### src/sv/qte_pkg.sv
// Shared types, constants and the arctangent table of the quaternion to Euler angle converter.
package qte_pkg;

  localparam int DATA_WIDTH_DEF   = 16;
  localparam int CORDIC_STEPS_DEF = 16;

  // Working format: 30 fraction bits; all sums of products stay below 2^36
  localparam int WORK_FRAC = 30;
  localparam int WW        = 40;
  // Angle accumulator: quadrant offset plus the whole arctangent series
  localparam int ZW        = 34;
  localparam int ANG_W     = 16;
  localparam int PITCH_W   = 15;

  // Square root of (2^60 - s^2): 61-bit radicand, 31-bit root
  localparam int ABS_W    = 31;
  localparam int SQ_W     = 2 * ABS_W;
  localparam int RAD_W    = 61;
  localparam int ROOT_W   = 31;
  localparam int ROOT_TOP = ROOT_W - 1;
  localparam int TRIAL_W  = 64;

  localparam int ROUND_SH = 17;

  typedef logic signed [WW-1:0] work_t;
  typedef logic signed [ZW-1:0] ang_t;

  localparam work_t ONE_W      = work_t'(64'sd1 <<< WORK_FRAC);
  localparam ang_t  HALF_PI_W  = ang_t'(64'sd1686629713);
  localparam ang_t  ROUND_BIAS = ang_t'(64'sd1 <<< (ROUND_SH - 1));
  localparam logic signed [ANG_W-1:0]   PI_Q13      = 16'sd25736;
  localparam logic signed [PITCH_W-1:0] HALF_PI_Q13 = 15'sd12868;

  localparam ang_t ATAN_HEAD [10] = '{
    ang_t'(64'sd843314857), ang_t'(64'sd497837829), ang_t'(64'sd263043837),
    ang_t'(64'sd133525159), ang_t'(64'sd67021687),  ang_t'(64'sd33543516),
    ang_t'(64'sd16775851),  ang_t'(64'sd8388437),   ang_t'(64'sd4194283),
    ang_t'(64'sd2097149)
  };

  // Terms of the three angle formulas in working format
  typedef struct packed {
    work_t rs;
    work_t rc;
    work_t sp;
    work_t ys;
    work_t yc;
  } terms_t;

  // Terms carried alongside the square root, with the pitch clamp flags
  typedef struct packed {
    terms_t t;
    logic   sat_pos;
    logic   sat_neg;
  } side_t;

  // One CORDIC vectoring lane
  typedef struct packed {
    work_t x;
    work_t y;
    ang_t  z;
    logic  zero;
  } lane_t;

  typedef struct packed {
    lane_t roll;
    lane_t pitch;
    lane_t yaw;
    logic  sat_pos;
    logic  sat_neg;
  } rot_t;

  // Arctangent of 2^-i in working radians
  function automatic ang_t atan_step(input int unsigned i);
    if (i < 10) begin
      return ATAN_HEAD[i];
    end else if (i <= 30) begin
      return ang_t'(64'sd1 <<< (30 - i));
    end
    return '0;
  endfunction

endpackage

### src/sv/qte_cordic_stage.sv
// One CORDIC vectoring iteration on the roll, pitch and yaw lanes, registered.
module qte_cordic_stage import qte_pkg::*; #(
  parameter int STEP = 0
) (
  input  logic clk,
  input  logic rst_n,
  input  logic en,
  input  logic in_v,
  input  rot_t rot_in,
  output logic out_v,
  output rot_t rot_out
);

  localparam ang_t ATAN_K = atan_step(STEP);

  rot_t rot_nxt;
  rot_t rot_r;
  logic v_r;

  // Rotate toward y = 0 and accumulate the angle
  function automatic lane_t iter(input lane_t l);
    lane_t o;
    work_t dx;
    work_t dy;
    dx = l.x >>> STEP;
    dy = l.y >>> STEP;
    o  = l;
    if (!l.y[WW-1]) begin
      o.x = l.x + dy;
      o.y = l.y - dx;
      o.z = l.z + ATAN_K;
    end else begin
      o.x = l.x - dy;
      o.y = l.y + dx;
      o.z = l.z - ATAN_K;
    end
    return o;
  endfunction

  always_comb begin
    rot_nxt       = rot_in;
    rot_nxt.roll  = iter(rot_in.roll);
    rot_nxt.pitch = iter(rot_in.pitch);
    rot_nxt.yaw   = iter(rot_in.yaw);
  end

  always_ff @(posedge clk) begin
    if (!rst_n) begin
      v_r <= 1'b0;
    end else if (en) begin
      v_r <= in_v;
    end
  end

  always_ff @(posedge clk) begin
    if (en) begin
      rot_r <= rot_nxt;
    end
  end

  assign out_v   = v_r;
  assign rot_out = rot_r;

endmodule

### config.mk
export PLATFORM = sky130hd
export DESIGN_NAME = qte_cordic_stage
export DESIGN_NICKNAME = d
export VERILOG_FILES = /design/src/sv/qte_pkg.sv /design/src/sv/qte_cordic_stage.sv
export SDC_FILE = /design/constraint.sdc
export NUM_CORES = 1
export LEC_CHECK = 0
export BUFFER_PORTS_ARGS = -buffer_cell sky130_fd_sc_hd__buf_4
export CAP_MARGIN = 0
export CORE_ASPECT_RATIO = 0.5
export CORE_MARGIN = 1
export CORE_UTILIZATION = 58
export CTS_CLUSTER_DIAMETER = 40
export DETAILED_ROUTE_END_ITERATION = 8
export PLACE_DENSITY = 0.89
export SETUP_SLACK_MARGIN = 0.05
export SLEW_MARGIN = 20
export SYNTH_ARGS = -nofsm -noshare
export SYNTH_HDL_FRONTEND = slang
export SYNTH_SLANG_ARGS = --single-unit
export TNS_END_PERCENT = 20
### constraint.sdc
create_clock -name clk -period 4.9 [get_ports clk]
set_clock_uncertainty 0.15 [all_clocks]
set_input_delay 0.245 -clock clk [delete_from_list [all_inputs] [get_ports clk]]
set_output_delay 0.245 -clock clk [all_outputs]
set_load 0.005 [all_outputs]
==> results_dict.tcl <==
set metrics [dict create \
    status "completed" \
    seq_power_share 0.325 \
    detailed_place_hpwl_um 108000 \
    cts_tree "built" \
    place_inst 5731 \
    io_pins 699 \
    portbufs 698 \
    worstSetupStartpointType "input pin" \
    crit_family "compound AO/OA/AOI/OAI gates" \
    route.detailed.wl_per_inst_um 23.6 \
    route.antenna.remaining_nets 0 \
    tightest_slew_ns 1.14 \
    post_synthesis_mean_instance_area_um2 8.45 \
    synth_async_sr_flop_share 0 \
    initial_core_utilization 0.595 \
    critical_path_required_ns 5.10 \
    power_frac_clock 0.276 \
    worstRegToRegCells 3 \
    total_switching_power_mw 4.71 \
    irDropWorstVdd_mv 0.267 \
    clock_latency_ns 0.60 \
    synth.area.top_cells "sky130_fd_sc_hd__edfxtp_1 (28%), sky130_fd_sc_hd__ha_1 (17%), sky130_fd_sc_hd__a21oi_1 (8.3%), sky130_fd_sc_hd__xnor2_1 (6.0%), sky130_fd_sc_hd__o21ai_0 (3.8%)" \
    postCtsSetupRepairBufs 0 \
    yosysTopAreaCell "sky130_fd_sc_hd__edfxtp_1" \
    fp.dieArea_um2 64600 \
    placementRows 64 \
    yosysTopAreaCellShare 0.281 \
    post_layout_nonfiller_instances 5865 \
    crit_path_max_fanout 4 \
    cts_made_buffers 46 \
    max-cap-violations 0 \
    synth_top_cells_by_count "sky130_fd_sc_hd__a21oi_1 (609), sky130_fd_sc_hd__ha_1 (486), sky130_fd_sc_hd__inv_1 (368), sky130_fd_sc_hd__edfxtp_1 (344), sky130_fd_sc_hd__nor2_1 (324)" \
    drc_errors 0 \
    area.growth.synth_to_final_pct 21.0 \
    die_width_um 358 \
    synth_seq_area_share 0.281 \
    worst-path-buf-inv 2 \
    max_clock_freq_mhz 223 \
    min_path_type "input pin to register" \
    worst_r2r_endpoint "out_v$_SDFFE_PN0P_" \
    synth_cell_types 88 \
    clk_root_buffer_cell "sky130_fd_sc_hd__clkbuf_16" \
    cts.sink_count 345 \
    hold_violations 0 \
    drtPass1Iterations 7 \
    utilization_after_layout 0.720 \
    layout_cells_sized_above_1 0.169 \
    critPathKind "input pin to register" \
    worst-r2r-setup-slack_ns 3.55 \
    worst_r2r_startpoint "out_v$_SDFFE_PN0P_" \
    synth-edff-count 344 \
    static-leakage-power_nw 20.1 \
    cp.depth 14 \
    pwr-share-comb 0.400 \
    worst-endpoint-arrival_ns 4.69 \
    synthesis.instances 4358 \
    nets 5839 \
    core_um2 61900 \
    setup.worst_path.end "rot_out[188]$_DFFE_PP_" \
    rsz0062_at_grt "false" \
    synth.most_common_cell "sky130_fd_sc_hd__a21oi_1" \
    timing.final.max_slew_violations 0 \
    final.period_utilization 0.917 \
    synth-seq-cells 345 \
    p_per_area_nw_per_um2 286 \
    vias_in_the_first_global_route 37300 \
    net_count_after_synthesis 5207 \
    setup-tns-final_ns 0 \
    crit_path_start "rot_in[192]" \
    finalWorstPathRequiredPeriod_ns 4.49 \
    cts.repair.resized 0 \
    grt_max_degree 98 \
    place_congestion 1.03 \
    vias_per_std_cell 6.46 \
    clockBufferDepth 3 \
    critical_path.cell_chain "dlygate4sd3_1, buf_4, ha_1, fa_1, and4b_1, o21ai_0, nand2_1, a21oi_1, o21ai_0, a21oi_1, o41ai_1, nand2_1, a32oi_1, xnor2_1" \
    detail_route.wirelength_um 138000 \
    critPathSlowestCell "sky130_fd_sc_hd__o41ai_1" \
    gr-usage-all-layers 0.410 \
    clk_pin_slew_worst_paths_ns 0.06 \
    fillerInstances 4855 \
    grt_pass1_wl_um 209000 \
    max-slew-margin-rel 0.230 \
    max_stage_delay_ns 1.02 \
    kind_of_capture_point_of_the_worst_setup_path "register" \
    drt_first_iter_violations 4090 \
    power_report.internal_total_mw 8.03 \
    cts-hold-fix-buffers 36 \
    yosys_warnings 0 \
    antenna_found_initial 16 \
    via_count 37900 \
    grt_overflow_total 0 \
    switching_share 0.370 \
    h-tree-depth 2 \
    setup_viol 0 \
    die_y_um 180 \
    ys_dominant_reg_cell "sky130_fd_sc_hd__edfxtp_1" \
    post_synth_instance_area_um2 36800 \
]
==> layout by cell type (no fill, tap or decap), types with 13 or more instances in the layout <==
master,instances
sky130_fd_sc_hd__dlygate4sd3_1,36
sky130_fd_sc_hd__a31o_2,13
sky130_fd_sc_hd__a21o_1,147
sky130_fd_sc_hd__nand2_1,241
sky130_fd_sc_hd__o21ai_0,282
sky130_fd_sc_hd__o211ai_1,42
sky130_fd_sc_hd__nor3_1,78
sky130_fd_sc_hd__nor2b_1,44
sky130_fd_sc_hd__a31oi_1,41
sky130_fd_sc_hd__a21boi_0,19
sky130_fd_sc_hd__ha_1,486
sky130_fd_sc_hd__mux2i_1,63
sky130_fd_sc_hd__a21oi_1,609
sky130_fd_sc_hd__and2_1,21
sky130_fd_sc_hd__xor2_1,72
sky130_fd_sc_hd__o31a_1,14
sky130_fd_sc_hd__or3_1,15
sky130_fd_sc_hd__nor2_1,324
sky130_fd_sc_hd__o21a_1,44
sky130_fd_sc_hd__o31ai_1,47
sky130_fd_sc_hd__diode_2,15
sky130_fd_sc_hd__xnor2_1,251
sky130_fd_sc_hd__o21bai_1,114
sky130_fd_sc_hd__clkbuf_16,47
sky130_fd_sc_hd__inv_1,367
sky130_fd_sc_hd__nand3_1,66
sky130_fd_sc_hd__nand2b_1,33
sky130_fd_sc_hd__buf_4,721
sky130_fd_sc_hd__and3_1,28
sky130_fd_sc_hd__a211oi_1,44
sky130_fd_sc_hd__nor4_1,25
sky130_fd_sc_hd__a221oi_1,22
sky130_fd_sc_hd__nand4_1,73
sky130_fd_sc_hd__clkinv_1,14
sky130_fd_sc_hd__a211o_1,18
sky130_fd_sc_hd__edfxtp_1,344
==> flip-flops by register name, indices dropped and copies added (netlist names) <==
signal and count:
rot_out 344, out_v 1
==> cell families after synthesis <==
family | share of synthesized area
AO/OA/AOI/OAI | 0.269
AND/OR/NAND/NOR | 0.126
buffers and inverters | 0.0580
adder cells (fa/ha/maj) | 0.172
flip-flops | 0.281
XOR/XNOR | 0.0768
multiplexers | 0.0174
==> routing by layer <==
metal	share of wire	up-vias	global-route usage
met2	0.47	2292	0.685
met5	0.000094	-	0
met1	0.37	17800	0.476
met3	0.080	681	0.0699
met4	0.085	2	0.295
li1	-	17100	-
==> how the worst min path moves through the flow <==
stage,start,end,slack (ns),cells after the start
after floorplan,rot_in[0],rot_out[0]$_DFFE_PP_,0.19,0
after global placement,rot_in[2],rot_out[2]$_DFFE_PP_,0.27,1
after detailed placement,rot_in[2],rot_out[2]$_DFFE_PP_,0.27,1
after CTS,rot_in[264],rot_out[264]$_DFFE_PP_,0.005,3
after global routing,rot_in[153],rot_out[193]$_DFFE_PP_,0.03,3
final,rot_in[268],rot_out[308]$_DFFE_PP_,0.02,3
==> power groups by stage <==
stage	logic (mW)	clock network, mW	registers, mW
after detailed placement	4.88	0	4.19
after global routing	5.41	3.63	4.18
final	5.09	3.51	4.14
after floorplan	2.70	0	4.18
after CTS	4.95	3.52	4.13
after global placement	4.82	0	4.18
==> stage by stage <==
| stage | hold WS (ns) | cell area, um2 | worst slack [ns] | power (mW) |
|---|---|---|---|---|
| after floorplan | 0.194 | 36800 | 0.777 | 6.88 |
| after detailed placement | 0.275 | 42600 | 0.718 | 9.06 |
| final | 0.0170 | 44600 | 0.406 | 12.7 |
| after global placement | 0.274 | 42600 | 0.748 | 9.00 |
| after CTS | 0.00481 | 44500 | 0.721 | 12.6 |
| after global routing | 0.0283 | 44600 | 0.462 | 13.2 |
==> area by class of cell <==
type,instances,area [um2],area share
antenna,15,37.5,0.000843
clock buffer,52,1200,0.0270
clock inverter,31,324,0.00727
inverter,383,1440,0.0323
multi-input combinational,3454,24300,0.546
sequential,345,10300,0.232
tap,825,1030,0.0232
timing repair buffer,760,5830,0.131
==> tightest hold or removal path: stages <==
cell	delay [ns]
sky130_fd_sc_hd__buf_4	0.13
sky130_fd_sc_hd__fa_1	0.16
sky130_fd_sc_hd__o21ai_0	0.07
No activity file was read; power rests on OpenSTA's default activity.
