===== config.mk =====
export PLATFORM = sky130hd
export DESIGN_NAME = qte_sqrt_stage
export DESIGN_NICKNAME = d
export VERILOG_FILES = /design/src/sv/qte_pkg.sv /design/src/sv/qte_sqrt_stage.sv
export SDC_FILE = /design/constraint.sdc
export NUM_CORES = 1
export LEC_CHECK = 0
export BUFFER_PORTS_ARGS = -buffer_cell sky130_fd_sc_hd__buf_2
export CELL_PAD_IN_SITES_DETAIL_PLACEMENT = 0
export CELL_PAD_IN_SITES_GLOBAL_PLACEMENT = 1
export CORE_AREA = 8 8 226 228
export CTS_CLUSTER_DIAMETER = 200
export DETAILED_ROUTE_END_ITERATION = 10
export DIE_AREA = 0 0 234 236
export PLACE_DENSITY_LB_ADDON = 0.1
export SLEW_MARGIN = 20
export SYNTH_ARGS = -nofsm -noshare
export SYNTH_HDL_FRONTEND = slang
export SYNTH_SLANG_ARGS = --single-unit

===== constraint.sdc =====
create_clock -name clk -period 7.19 [get_ports clk]
set_clock_uncertainty 0.2 [all_clocks]
set_input_delay 0.3595 -clock clk [delete_from_list [all_inputs] [get_ports clk]]
set_output_delay 0.3595 -clock clk [all_outputs]
set_load 0.05 [all_outputs]

===== src/sv/qte_pkg.sv =====
// Shared types, constants and the arctangent table of the quaternion to Euler angle converter.
package qte_pkg;

  localparam int DATA_WIDTH_DEF   = 16;
  localparam int CORDIC_STEPS_DEF = 16;

  // Working format: 30 fraction bits; all sums of products stay below 2^36
  localparam int WORK_FRAC = 30;
  localparam int WW        = 40;
  // Angle accumulator: quadrant offset plus the whole arctangent series
  localparam int ZW        = 34;
  localparam int ANG_W     = 16;
  localparam int PITCH_W   = 15;

  // Square root of (2^60 - s^2): 61-bit radicand, 31-bit root
  localparam int ABS_W    = 31;
  localparam int SQ_W     = 2 * ABS_W;
  localparam int RAD_W    = 61;
  localparam int ROOT_W   = 31;
  localparam int ROOT_TOP = ROOT_W - 1;
  localparam int TRIAL_W  = 64;

  localparam int ROUND_SH = 17;

  typedef logic signed [WW-1:0] work_t;
  typedef logic signed [ZW-1:0] ang_t;

  localparam work_t ONE_W      = work_t'(64'sd1 <<< WORK_FRAC);
  localparam ang_t  HALF_PI_W  = ang_t'(64'sd1686629713);
  localparam ang_t  ROUND_BIAS = ang_t'(64'sd1 <<< (ROUND_SH - 1));
  localparam logic signed [ANG_W-1:0]   PI_Q13      = 16'sd25736;
  localparam logic signed [PITCH_W-1:0] HALF_PI_Q13 = 15'sd12868;

  localparam ang_t ATAN_HEAD [10] = '{
    ang_t'(64'sd843314857), ang_t'(64'sd497837829), ang_t'(64'sd263043837),
    ang_t'(64'sd133525159), ang_t'(64'sd67021687),  ang_t'(64'sd33543516),
    ang_t'(64'sd16775851),  ang_t'(64'sd8388437),   ang_t'(64'sd4194283),
    ang_t'(64'sd2097149)
  };

  // Terms of the three angle formulas in working format
  typedef struct packed {
    work_t rs;
    work_t rc;
    work_t sp;
    work_t ys;
    work_t yc;
  } terms_t;

  // Terms carried alongside the square root, with the pitch clamp flags
  typedef struct packed {
    terms_t t;
    logic   sat_pos;
    logic   sat_neg;
  } side_t;

  // One CORDIC vectoring lane
  typedef struct packed {
    work_t x;
    work_t y;
    ang_t  z;
    logic  zero;
  } lane_t;

  typedef struct packed {
    lane_t roll;
    lane_t pitch;
    lane_t yaw;
    logic  sat_pos;
    logic  sat_neg;
  } rot_t;

  // Arctangent of 2^-i in working radians
  function automatic ang_t atan_step(input int unsigned i);
    if (i < 10) begin
      return ATAN_HEAD[i];
    end else if (i <= 30) begin
      return ang_t'(64'sd1 <<< (30 - i));
    end
    return '0;
  endfunction

endpackage


===== src/sv/qte_sqrt_stage.sv =====
// One bit of the restoring integer square root, registered.
module qte_sqrt_stage import qte_pkg::*; #(
  parameter int BIT = ROOT_TOP
) (
  input  logic              clk,
  input  logic              rst_n,
  input  logic              en,
  input  logic              in_v,
  input  logic [RAD_W-1:0]  rem_in,
  input  logic [ROOT_W-1:0] root_in,
  input  side_t             side_in,
  output logic              out_v,
  output logic [RAD_W-1:0]  rem_out,
  output logic [ROOT_W-1:0] root_out,
  output side_t             side_out
);

  logic [TRIAL_W-1:0] trial;
  logic               take;
  logic [RAD_W-1:0]   rem_nxt;
  logic [ROOT_W-1:0]  root_nxt;
  logic               v_r;
  logic [RAD_W-1:0]   rem_r;
  logic [ROOT_W-1:0]  root_r;
  side_t              side_r;

  // Try this root bit: subtract (2r + 2^k) * 2^k when it fits
  always_comb begin
    trial    = (TRIAL_W'(root_in) << (BIT + 1)) + (TRIAL_W'(1) << (2 * BIT));
    take     = TRIAL_W'(rem_in) >= trial;
    rem_nxt  = take ? RAD_W'(TRIAL_W'(rem_in) - trial) : rem_in;
    root_nxt = take ? (root_in | (ROOT_W'(1) << BIT)) : root_in;
  end

  always_ff @(posedge clk) begin
    if (!rst_n) begin
      v_r <= 1'b0;
    end else if (en) begin
      v_r <= in_v;
    end
  end

  always_ff @(posedge clk) begin
    if (en) begin
      rem_r  <= rem_nxt;
      root_r <= root_nxt;
      side_r <= side_in;
    end
  end

  assign out_v    = v_r;
  assign rem_out  = rem_r;
  assign root_out = root_r;
  assign side_out = side_r;

endmodule


==> results.sh, run 1 <==
export IMPL_synth_ff_type="edfxtp_1"
export IMPL_numCtsBuffers=36
export IMPL_rows=80
export IMPL_fmax_ghz=0.2520
export IMPL_dieArea_mm2=0.05522
export IMPL_io_pins=593
export IMPL_critPathMaxStageDelay_ps=530
export IMPL_final_nets=1889
export IMPL_cts_sinks=295
export IMPL_die_h_um=236
export IMPL_grt_pass1_wl_mm=70.19
export IMPL_leakage_uw=0.008088
export IMPL_cp_common_cell="nand4_1"
export IMPL_grt_pass1_vias=9700
export IMPL_route_met2_wl_mm=26.31
export IMPL_synth_cells=644
export IMPL_min_period_ps=3969
export IMPL_finalHoldViolCount=0
export IMPL_path_class="primary input to register"
export IMPL_endpoint_kind="register"
export IMPL_hold_start="en"
export IMPL_io_buffers=592
export IMPL_antenna_found_initial=8
export IMPL_setup_viol=0
export IMPL_post_cts_buffers=0
export IMPL_cp_num_buf_inv=3
export IMPL_top_layer="met4"
export IMPL_slew_violations=0
export IMPL_avgViaCountPerCell=4.162
export IMPL_cp_cell_sequence="dlygate4sd3_1 > buf_2 > ha_1 > nand3_1 > nor4_1 > nand4_1 > nor3_1 > nand4_1 > o311a_2 > buf_4 > a2111o_1 > o311ai_1"
export IMPL_clock_latency_ps=530
export IMPL_syn_area_mm2=0.01108
export IMPL_syn_to_final_growth_pct=70.37
export IMPL_place_ws_ps=2988
export IMPL_grt_max_degree=142
export IMPL_cts_hold_buf=296
export IMPL_drtIter0Drc=425
export IMPL_routedWlPerCell_um=22.96
export IMPL_rsz0062_at_grt="no"
export IMPL_clkTransAtPathRegs_ps=60
export IMPL_syn_num_nets=975
export IMPL_min_path_type="primary input to register"
export IMPL_seq_area_frac_synth_pct=79.89
export IMPL_critPathLaunch="rem_in[42]"
export IMPL_max_slew_margin_rel_pct=39.05
export IMPL_clockRootBuffer="clkbuf_16"
export IMPL_num_vias=9173
export IMPL_ant_nets=0
export IMPL_power_density_mw_per_mm2=263.5
export IMPL_synth_edff_count=294
export IMPL_cp_required_ps=7330
export IMPL_wl_met1_mm=18.85
export IMPL_start_util_pct=23.39
export IMPL_dpl_hpwl_mm=40.43
export IMPL_routed_wl_mm=50.60
export IMPL_drt_pre_antenna_iters=4
export IMPL_crit_slowest_cell="dlygate4sd3_1"
export IMPL_setup_ws_ps=3221
export IMPL_yosys_warnings=0
export IMPL_cts_tree="yes"
export IMPL_drv_cap=0
export IMPL_ctsResizeCount=0
export IMPL_coreArea_mm2=0.04735
export IMPL_tightestPinTransition_ps=914.3
export IMPL_clockBufferDepth=3
export IMPL_vdd_drop_max_v=0.0001465
export IMPL_synth_seq_cells=295
export IMPL_drc=0
export IMPL_critPathArrivalTime_ps=4100
export IMPL_die_x_um=234
export IMPL_drive_above_1_share_pct=41.63
export IMPL_synth_cell_types=56
export IMPL_reg2reg_from="out_v"
export IMPL_run_status="completed"
export IMPL_fillCellCount=4721
export IMPL_gp_congestion=0.8517
export IMPL_gr_usage_all_layers_pct=17.46
export IMPL_setup_tns_ps=0
export IMPL_cp_max_fo=41
export IMPL_grt_ovfl_total=0
export IMPL_hold_ws_ps=172.7
export IMPL_critPathTopFamily="simple AND/OR/NAND/NOR gates"
export IMPL_start_kind="primary input"
export IMPL_ctsHtreeMaxLevel=2
export IMPL_async_flop_share_pct=0
export IMPL_wl_met3_mm=3.775
export IMPL_avgSynthCellArea_um2=17.20
export IMPL_fin_crit_sh_pct=55.20
[per-stage QoR]
stage / utilization [%] / power (µW) / std cells / instance area (µm²)
3_5_place_dp: 31.19 / 3116 / 1839 / 14770
2_1_floorplan: - / 2762 / 644 / 11080
3_3_place_gp: 31.19 / 3115 / 1839 / 14770
6_report: 39.85 / 4973 / 2204 / 18870
4_1_cts: 39.82 / 5060 / 2198 / 18850
5_1_grt: 39.85 / 5165 / 2204 / 18870
[where the power goes]
group | leakage, µW | switching [µW] | internal (µW)
sequential | 0.00289 | 31.8 | 2050
combinational | 0.00465 | 801 | 327
clock | 0.000555 | 728 | 1030
[cells by family after synthesis]
family	share of synthesized area, %
flops	79.89
simple gates	5.276
compound gates	6.790
buf+inv	2.033
fa+ha+maj	3.796
xor+xnor	1.898
mux	0.3163
[cells in the mapped netlist (all sizes together) (3+ instances only)]
cell type | n | area share [%]
a21o | 10 | 0.68
a21oi | 30 | 1.4
a31oi | 3 | 0.17
and3 | 3 | 0.17
buf | 12 | 0.68
clkbuf | 4 | 0.17
edfxtp | 294 | 80
ha | 32 | 3.6
inv | 35 | 1.2
nand2 | 47 | 1.6
nand2b | 5 | 0.28
nand3 | 9 | 0.41
nand4 | 10 | 0.56
nor2 | 17 | 0.58
nor2b | 6 | 0.34
nor3 | 4 | 0.18
nor4 | 9 | 0.51
o211ai | 4 | 0.41
o21a | 3 | 0.20
o21ai | 46 | 2.1
o21bai | 4 | 0.27
xnor2 | 15 | 1.2
xor2 | 9 | 0.71
[placed cells by master (no fill, tap or decap), types with 15 or more instances in the layout]
cell type	count
xnor2_1	15
nor2_1	17
dlygate4sd3_1	296
edfxtp_1	294
a21oi_1	28
o21ai_0	42
buf_2	591
clkbuf_16	37
inv_1	35
ha_1	32
nand2_1	47
[routing by layer]
metal | global-route usage [%] | vias up
li1 | - | 4299
met1 | 19.07 | 4446
met2 | 31.67 | 348
met3 | 5.041 | 80
met4 | 6.122 | 0
met5 | 0 | -
[worst paths after layout]
path              slack (ps)             to  cells after the start
hold reg to reg          900          out_v                      3
setup reg to reg        5820          out_v                      3
hold / removal           170  side_out[175]                      1
setup / recovery        3220    rem_out[58]                     12
[sequential cells by signal, summed over array words and instances (netlist names)]
signal,cells
out_v,1
rem_out,61
root_out,31
side_out,202
[area by class of cell]
class                      instances  area, µm²  area share, %
inverter                          35      131.4         0.6962
antenna                            6      15.01        0.07957
clock buffer                      44      972.2          5.152
multi-input combinational        298       2003          10.62
clock inverter                    19      151.4         0.8023
sequential                       295       8848          46.89
tap                              615      769.5          4.078
timing repair buffer             892       5978          31.68
(Power assumes the default switching activity.)
==> run 2: changes to the inputs <==
--- a/config.mk
+++ b/config.mk
@@ -8,10 +8,10 @@
 export BUFFER_PORTS_ARGS = -buffer_cell sky130_fd_sc_hd__buf_2
 export CELL_PAD_IN_SITES_DETAIL_PLACEMENT = 0
 export CELL_PAD_IN_SITES_GLOBAL_PLACEMENT = 1
-export CORE_AREA = 8 8 226 228
+export CORE_AREA = 8 8 222 224
 export CTS_CLUSTER_DIAMETER = 200
 export DETAILED_ROUTE_END_ITERATION = 10
-export DIE_AREA = 0 0 234 236
+export DIE_AREA = 0 0 230 232
 export PLACE_DENSITY_LB_ADDON = 0.1
 export SLEW_MARGIN = 20
 export SYNTH_ARGS = -nofsm -noshare
==> constraint.sdc (replaced) <==
create_clock -name clk -period 4.07 [get_ports clk]
set_clock_uncertainty 0.2 [all_clocks]
set_input_delay 0.2035 -clock clk [delete_from_list [all_inputs] [get_ports clk]]
set_output_delay 0.2035 -clock clk [all_outputs]
set_load 0.05 [all_outputs]
==> run 2 against run 1 <==
Power grew 76%. Sequential power rose by 77%. Critical path depth rose by 2. Critical path type unchanged. Clock power up 76%. Combinational power up 77%. Largest power group unchanged. Global-route usage up 0.31 points.
==> results.sh, run 2 (synthesis gave the netlist of run 1 again) <==
export IMPL_run_status="completed"
export IMPL_num_vias=9151
export IMPL_vdd_drop_max_v=0.0003439
export IMPL_ctsHtreeMaxLevel=2
export IMPL_grt_pass1_wl_mm=69.69
export IMPL_clockRootBuffer="clkbuf_16"
export IMPL_gr_usage_all_layers_pct=17.77
export IMPL_coreArea_mm2=0.04586
export IMPL_cp_cell_sequence="dlygate4sd3_1 > buf_2 > inv_1 > ha_1 > inv_1 > fa_1 > a211oi_1 > o211ai_2 > o211ai_2 > o21ai_2 > o21ai_1 > o311a_2 > buf_12 > o21ai_0"
export IMPL_cts_sinks=295
export IMPL_cp_max_fo=34
export IMPL_io_pins=593
export IMPL_instances_no_fill=2202
export IMPL_drive_above_1_share_pct=41.37
export IMPL_cp_required_ps=4140
export IMPL_dpl_hpwl_mm=39.84
export IMPL_fmax_ghz=0.2841
export IMPL_critPathMaxStageDelay_ps=640
export IMPL_endpoint_kind="register"
export IMPL_post_cts_buffers=0
export IMPL_fillCellCount=4416
export IMPL_start_kind="primary input"
export IMPL_start_util_pct=24.15
export IMPL_crit_slowest_cell="o311a_2"
export IMPL_path_class="primary input to register"
export IMPL_fin_util_pct=41.28
export IMPL_min_path_type="primary input to register"
export IMPL_io_buffers=592
export IMPL_gp_congestion=0.8216
export IMPL_power_density_mw_per_mm2=463.2
export IMPL_finalHoldViolCount=0
export IMPL_reg2reg_to="out_v"
export IMPL_clockBufferDepth=3
export IMPL_numCtsBuffers=36
export IMPL_setup_viol=0
export IMPL_leakage_uw=0.008102
export IMPL_clock_latency_ps=530
export IMPL_drtIter0Drc=447
export IMPL_r2r_cells=3
export IMPL_avgViaCountPerCell=4.156
export IMPL_ant_nets=0
export IMPL_routedWlPerCell_um=22.69
export IMPL_tightestPinTransition_ps=933.8
export IMPL_hold_start="en"
export IMPL_dp_cells=1833
export IMPL_syn_to_final_growth_pct=70.93
export IMPL_min_period_ps=3520
export IMPL_fin_crit_sh_pct=86.48
export IMPL_grt_pass1_vias=9672
export IMPL_setup_tns_ps=0
export IMPL_largest_reg_flops=202
export IMPL_slew_violations=0
export IMPL_drv_cap=0
export IMPL_rsz0062_at_grt="no"
export IMPL_dieArea_mm2=0.05336
export IMPL_critPathTopFamily="compound AO/OA/AOI/OAI gates"
export IMPL_crit_cells=14
export IMPL_rrSetupSlack_ps=2700
export IMPL_hold_ws_ps=80.96
export IMPL_routed_wl_mm=49.96
export IMPL_rows=79
export IMPL_cp_num_buf_inv=5
export IMPL_critPathArrivalTime_ps=3590
export IMPL_cts_tree="yes"
export IMPL_drc=0
export IMPL_layout_commonest_cell="buf_2"
export IMPL_reg2reg_from="out_v"
export IMPL_die_h_um=232
export IMPL_final_nets=1891
export IMPL_max_slew_margin_rel_pct=37.75
export IMPL_drt_pre_antenna_iters=4
export IMPL_antenna_found_initial=7
export IMPL_grt_ovfl_total=0
export IMPL_hold_end="side_out[130]"
export IMPL_grt_max_degree=107
export IMPL_clkTransAtPathRegs_ps=60
export IMPL_hold_depth=1
export IMPL_mostFrequentLayoutCells="buf_2, dlygate4sd3_1, edfxtp_1, nand2_1, o21ai_0"
export IMPL_die_x_um=230
## run 2: cell count changes in the layout (fill, tap and decap cells not counted), moves of 3 or more
cell	before	now
buf_12	1	4
clkbuf_1	5	13
clkinv_2	7	2
inv_6	3	0
## run 2: final cells by class
type	instances	area (µm²)	share of cell area, %
Antenna cell	7	17.52	0.09253
Timing Repair Buffer	894	6031	31.86
Multi-Input combinational cell	298	2009	10.61
Clock inverter	12	93.84	0.4957
Clock buffer	54	1041	5.499
Sequential cell	295	8848	46.74
Tap cell	607	759.5	4.012
Inverter	35	131.4	0.6939
## run 2: how the worst max path moves through the flow
stage | start | end | slack (ps)
floorplan | rem_in[31] | rem_out[32] | 1330
global placement | rem_in[31] | rem_out[58] | 550
detailed placement | rem_in[31] | rem_out[60] | 510
CTS | rem_in[31] | rem_out[45] | 510
global route | rem_in[31] | rem_out[42] | 320
finish | rem_in[31] | rem_out[48] | 550
## run 2: layer usage
layer | wire [µm] | GRT usage [%] | vias up | share of wire, %
met2 | 26290 | 32.29 | 315 | 53
li1 | - | - | 4312 | -
met3 | 2855 | 4.813 | 52 | 5.7
met4 | 1190 | 5.068 | 0 | 2.4
met1 | 19620 | 20.27 | 4472 | 39
met5 | 0 | 0 | - | 0
## run 2: through the flow
stage	total power, µW	setup slack, ps	area [µm²]
6_report	8769	550.4	18930
5_1_grt	9103	317.8	18930
4_1_cts	8919	512.0	18910
3_5_place_dp	5510	514.6	14820
3_3_place_gp	5510	554.1	14810
2_1_floorplan	4879	1332	11080
## run 2: timing repair
action	4_1_cts	5_1_grt
hold buffers	296	0
resized for setup	0	0
endpoints found under the hold margin	295	0
## run 2: worst register-to-register path, cell delays in order (launching register included)
cell and delay (ps):
dfxtp_1 310, mux2i_1 130, nor2b_1 60, dlygate4sd3_1 550
## run 2: report_power, final
group / leakage [µW] / total, µW / switching [µW] / internal [µW]
sequential: 0.00289 / 3680 / 55.3 / 3620
combinational: 0.00467 / 2000 / 1410 / 584
clock: 0.000544 / 3090 / 1260 / 1840
==> run 3: changes to the inputs <==
--- a/config.mk
+++ b/config.mk
@@ -5,13 +5,14 @@
 export SDC_FILE = /design/constraint.sdc
 export NUM_CORES = 1
 export LEC_CHECK = 0
+export ABC_AREA = 1
 export BUFFER_PORTS_ARGS = -buffer_cell sky130_fd_sc_hd__buf_2
 export CELL_PAD_IN_SITES_DETAIL_PLACEMENT = 0
 export CELL_PAD_IN_SITES_GLOBAL_PLACEMENT = 1
-export CORE_AREA = 8 8 222 224
+export CORE_AREA = 3 3 231 233
 export CTS_CLUSTER_DIAMETER = 200
 export DETAILED_ROUTE_END_ITERATION = 10
-export DIE_AREA = 0 0 230 232
+export DIE_AREA = 0 0 234 236
 export PLACE_DENSITY_LB_ADDON = 0.1
 export SLEW_MARGIN = 20
 export SYNTH_ARGS = -nofsm -noshare
==> run 3 against run 2 <==
Worst hold slack worse by 75 ps. Highest routed layer is now met5. Worst setup slack better by 610 ps. Sequential power about the same. Final cell count up 18%. Clock-buffer cell count down 2. Largest power group unchanged. Synthesized cell count up 48%. Clock power up 6%. Critical endpoint is now rem_out[44]. Global-route usage up 0.81 points. Power up 2.8%. Critical path type unchanged.
==> results.sh, run 3 <==
export IMPL_synth_area_leaders="edfxtp_1, nand2_1, inv_1"
export IMPL_critPathMaxStageDelay_ps=540
export IMPL_instances_no_fill=2593
export IMPL_pwr_share_clk_pct=36.2
export IMPL_drv_cap=0
export IMPL_crit_slowest_cell="dlygate4sd3_1"
export IMPL_critPathLaunch="rem_in[31]"
export IMPL_synth_most_common_cell="edfxtp_1"
export IMPL_power_internal_uw=6172
export IMPL_start_util_pct=23.18
export IMPL_netlist_top_cells_count="edfxtp_1, nand2_1, inv_1, nor2_1, nand3_1"
export IMPL_rsz0062_at_grt="no"
export IMPL_syn_area_mm2=0.01192
export IMPL_comb_power_share_pct=22.9
export IMPL_dieArea_mm2=0.05522
export IMPL_fmax_ghz=0.3431
export IMPL_r2r_cells=3
export IMPL_finalHoldViolCount=0
export IMPL_clkTransAtPathRegs_ps=50
export IMPL_path_class="primary input to register"
export IMPL_largest_reg_flops=202
export IMPL_ctsResizeCount=0
export IMPL_routed_wl_mm=53.17
export IMPL_cp_required_ps=4130
export IMPL_fin_crit_sh_pct=71.61
export IMPL_drive_above_1_share_pct=34.82
export IMPL_io_pins=593
export IMPL_io_buffers=592
export IMPL_num_vias=10320
export IMPL_yosysTopAreaCellShare_pct=74.08
export IMPL_p_sw_uw=2839
export IMPL_seq_area_mm2=0.008848
export IMPL_yosys_area_top_type="edfxtp_1"
export IMPL_drt_pre_antenna_iters=5
export IMPL_clock_latency_ps=530
export IMPL_mostFrequentLayoutCells="buf_2, dlygate4sd3_1, edfxtp_1, nand2_1, inv_1"
export IMPL_die_x_um=234
export IMPL_tightestPinTransition_ps=709.6
export IMPL_synth_ff_type="edfxtp_1"
export IMPL_endpoint_kind="register"
export IMPL_start_kind="primary input"
export IMPL_routedWlPerCell_um=20.51
export IMPL_rows=83
export IMPL_drc=0
export IMPL_synth_seq_cells=295
export IMPL_critPathArrivalTime_ps=2980
export IMPL_antenna_found_initial=15
export IMPL_switching_share_pct=31.51
export IMPL_ctsHtreeMaxLevel=2
export IMPL_clockRootBuffer="clkbuf_16"
export IMPL_sequentialPowerShare_pct=40.9
export IMPL_dpl_hpwl_mm=42.18
export IMPL_grt_pass1_wl_mm=74.24
export IMPL_min_period_ps=2914
export IMPL_avgViaCountPerCell=3.978
export IMPL_max_slew_margin_rel_pct=52.70
export IMPL_setup_viol=0
export IMPL_run_status="completed"
export IMPL_clockBufferDepth=3
export IMPL_reg2reg_from="out_v"
export IMPL_syn_num_nets=1281
export IMPL_drtIter0Drc=447
export IMPL_leakage_uw=0.009175
export IMPL_fillCellCount=5178
export IMPL_critPathTopFamily="buffers and inverters"
export IMPL_crit_cells=17
export IMPL_grt_pass1_vias=10750
export IMPL_synth_cells=950
export IMPL_coreArea_mm2=0.05141
export IMPL_total_power_uw=9011
export IMPL_hold_depth=1
export IMPL_synth_cell_types=28
export IMPL_slew_violations=0
export IMPL_die_h_um=236
export IMPL_gp_congestion=0.8537
export IMPL_cp_num_buf_inv=5
export IMPL_async_flop_share_pct=0
export IMPL_cp_common_cell="nand2_1"
export IMPL_cts_tree="yes"
export IMPL_vdd_drop_max_v=0.0002474
export IMPL_final_nets=2208
export IMPL_dp_cells=2221
export IMPL_numCtsBuffers=38
export IMPL_setup_tns_ps=0
export IMPL_cp_cell_sequence="dlygate4sd3_1 > buf_2 > inv_1 > ha_1 > inv_1 > fa_1 > nand3_1 > nand3_2 > nand2_1 > nand2_1 > nand2_1 > nand2_1 > nand2_2 > nand3_2 > buf_4 > nand2_1 > o21ai_1"
export IMPL_fin_util_pct=38.76
export IMPL_hold_start="en"
export IMPL_synth_edff_count=294
export IMPL_cp_max_fo=27
export IMPL_cts_sinks=295
export IMPL_power_density_mw_per_mm2=452.3
export IMPL_grt_ovfl_total=0
export IMPL_layout_commonest_cell="buf_2"
export IMPL_gr_usage_all_layers_pct=18.57
export IMPL_ant_nets=0
export IMPL_min_path_type="primary input to register"
export IMPL_grt_max_degree=83
export IMPL_multi_input_comb_area_mm2=0.002375
export IMPL_seq_area_frac_synth_pct=74.25
export IMPL_yosys_warnings=0
export IMPL_avgSynthCellArea_um2=12.54
export IMPL_syn_to_final_growth_pct=67.17
## run 3: changes by cell type after synthesis, moves of 6 or more
cell     delta
xnor2_1    -15
nand3_1    +29
nand2_1   +213
nor4_1      -9
nand4_1     +8
a21o_1      -9
inv_1     +130
nor2_1     +39
o21ai_0    -40
buf_2       -6
o21ai_1    +17
nor2b_1     -6
a21oi_1    -12
## run 3: power by group through the flow
stage	logic, µW	registers (µW)	clock network, µW
after floorplan	304	4630	0
after global placement	1840	3740	0
after detailed placement	1830	3750	0
after CTS	2100	3690	3380
after global routing	2180	3710	3510
final	2060	3690	3260
## run 3: cells by family (layout without fill, tap and decap cells)
group           count (synthesis)  in the layout  synth area share, %
flops                         295            295                74.25
other cells                     0              9                    0
buf+inv                       176           1130                5.827
fa+ha+maj                      33             33                3.528
simple gates                  392            392                13.64
xor+xnor                       14             14                1.029
compound gates                 40             40                1.732
## run 3: metal layers
layer	track usage, %	wire length [µm]
met1	20.80	20360
met2	34.54	28060
met3	4.444	3189
met4	5.435	1511
met5	0	55
## run 3: path summary, 6_finish.rpt
kind	end	slack, ps
max	rem_out[44]	1160
min	root_out[21]	6
max reg2reg	out_v	2660
min reg2reg	out_v	920
## run 3: worst register-to-register path, cell delays in order, from the launching register on
cell and delay (ps):
dfxtp_1 310, o21ai_0 160, a21oi_1 60, dlygate4sd3_1 580
## run 3: area by class of cell
class	count	share of cell area (%)
inverters	168	3.165
repair buffers	895	30.18
multi-input cells	479	11.92
flip-flops and latches	295	44.41
diodes	9	0.1130
clock inverters	15	0.7411
well taps	680	4.271
clock buffers	52	5.194
## run 3: per-stage QoR
step	cell area, µm²	hold WS [ps]	setup WS [ps]
final	19920	5.653	1156
after global routing	19920	22.72	851.4
after CTS	19900	0.3982	1146
after detailed placement	15760	181.8	1132
after global placement	15760	180.1	1209
after floorplan	11920	96.96	1816
## run 3: timing repair
action,4_1_cts,5_1_grt
hold buffers,296,0
hold endpoints to repair,295,0
buffers inserted,0,0
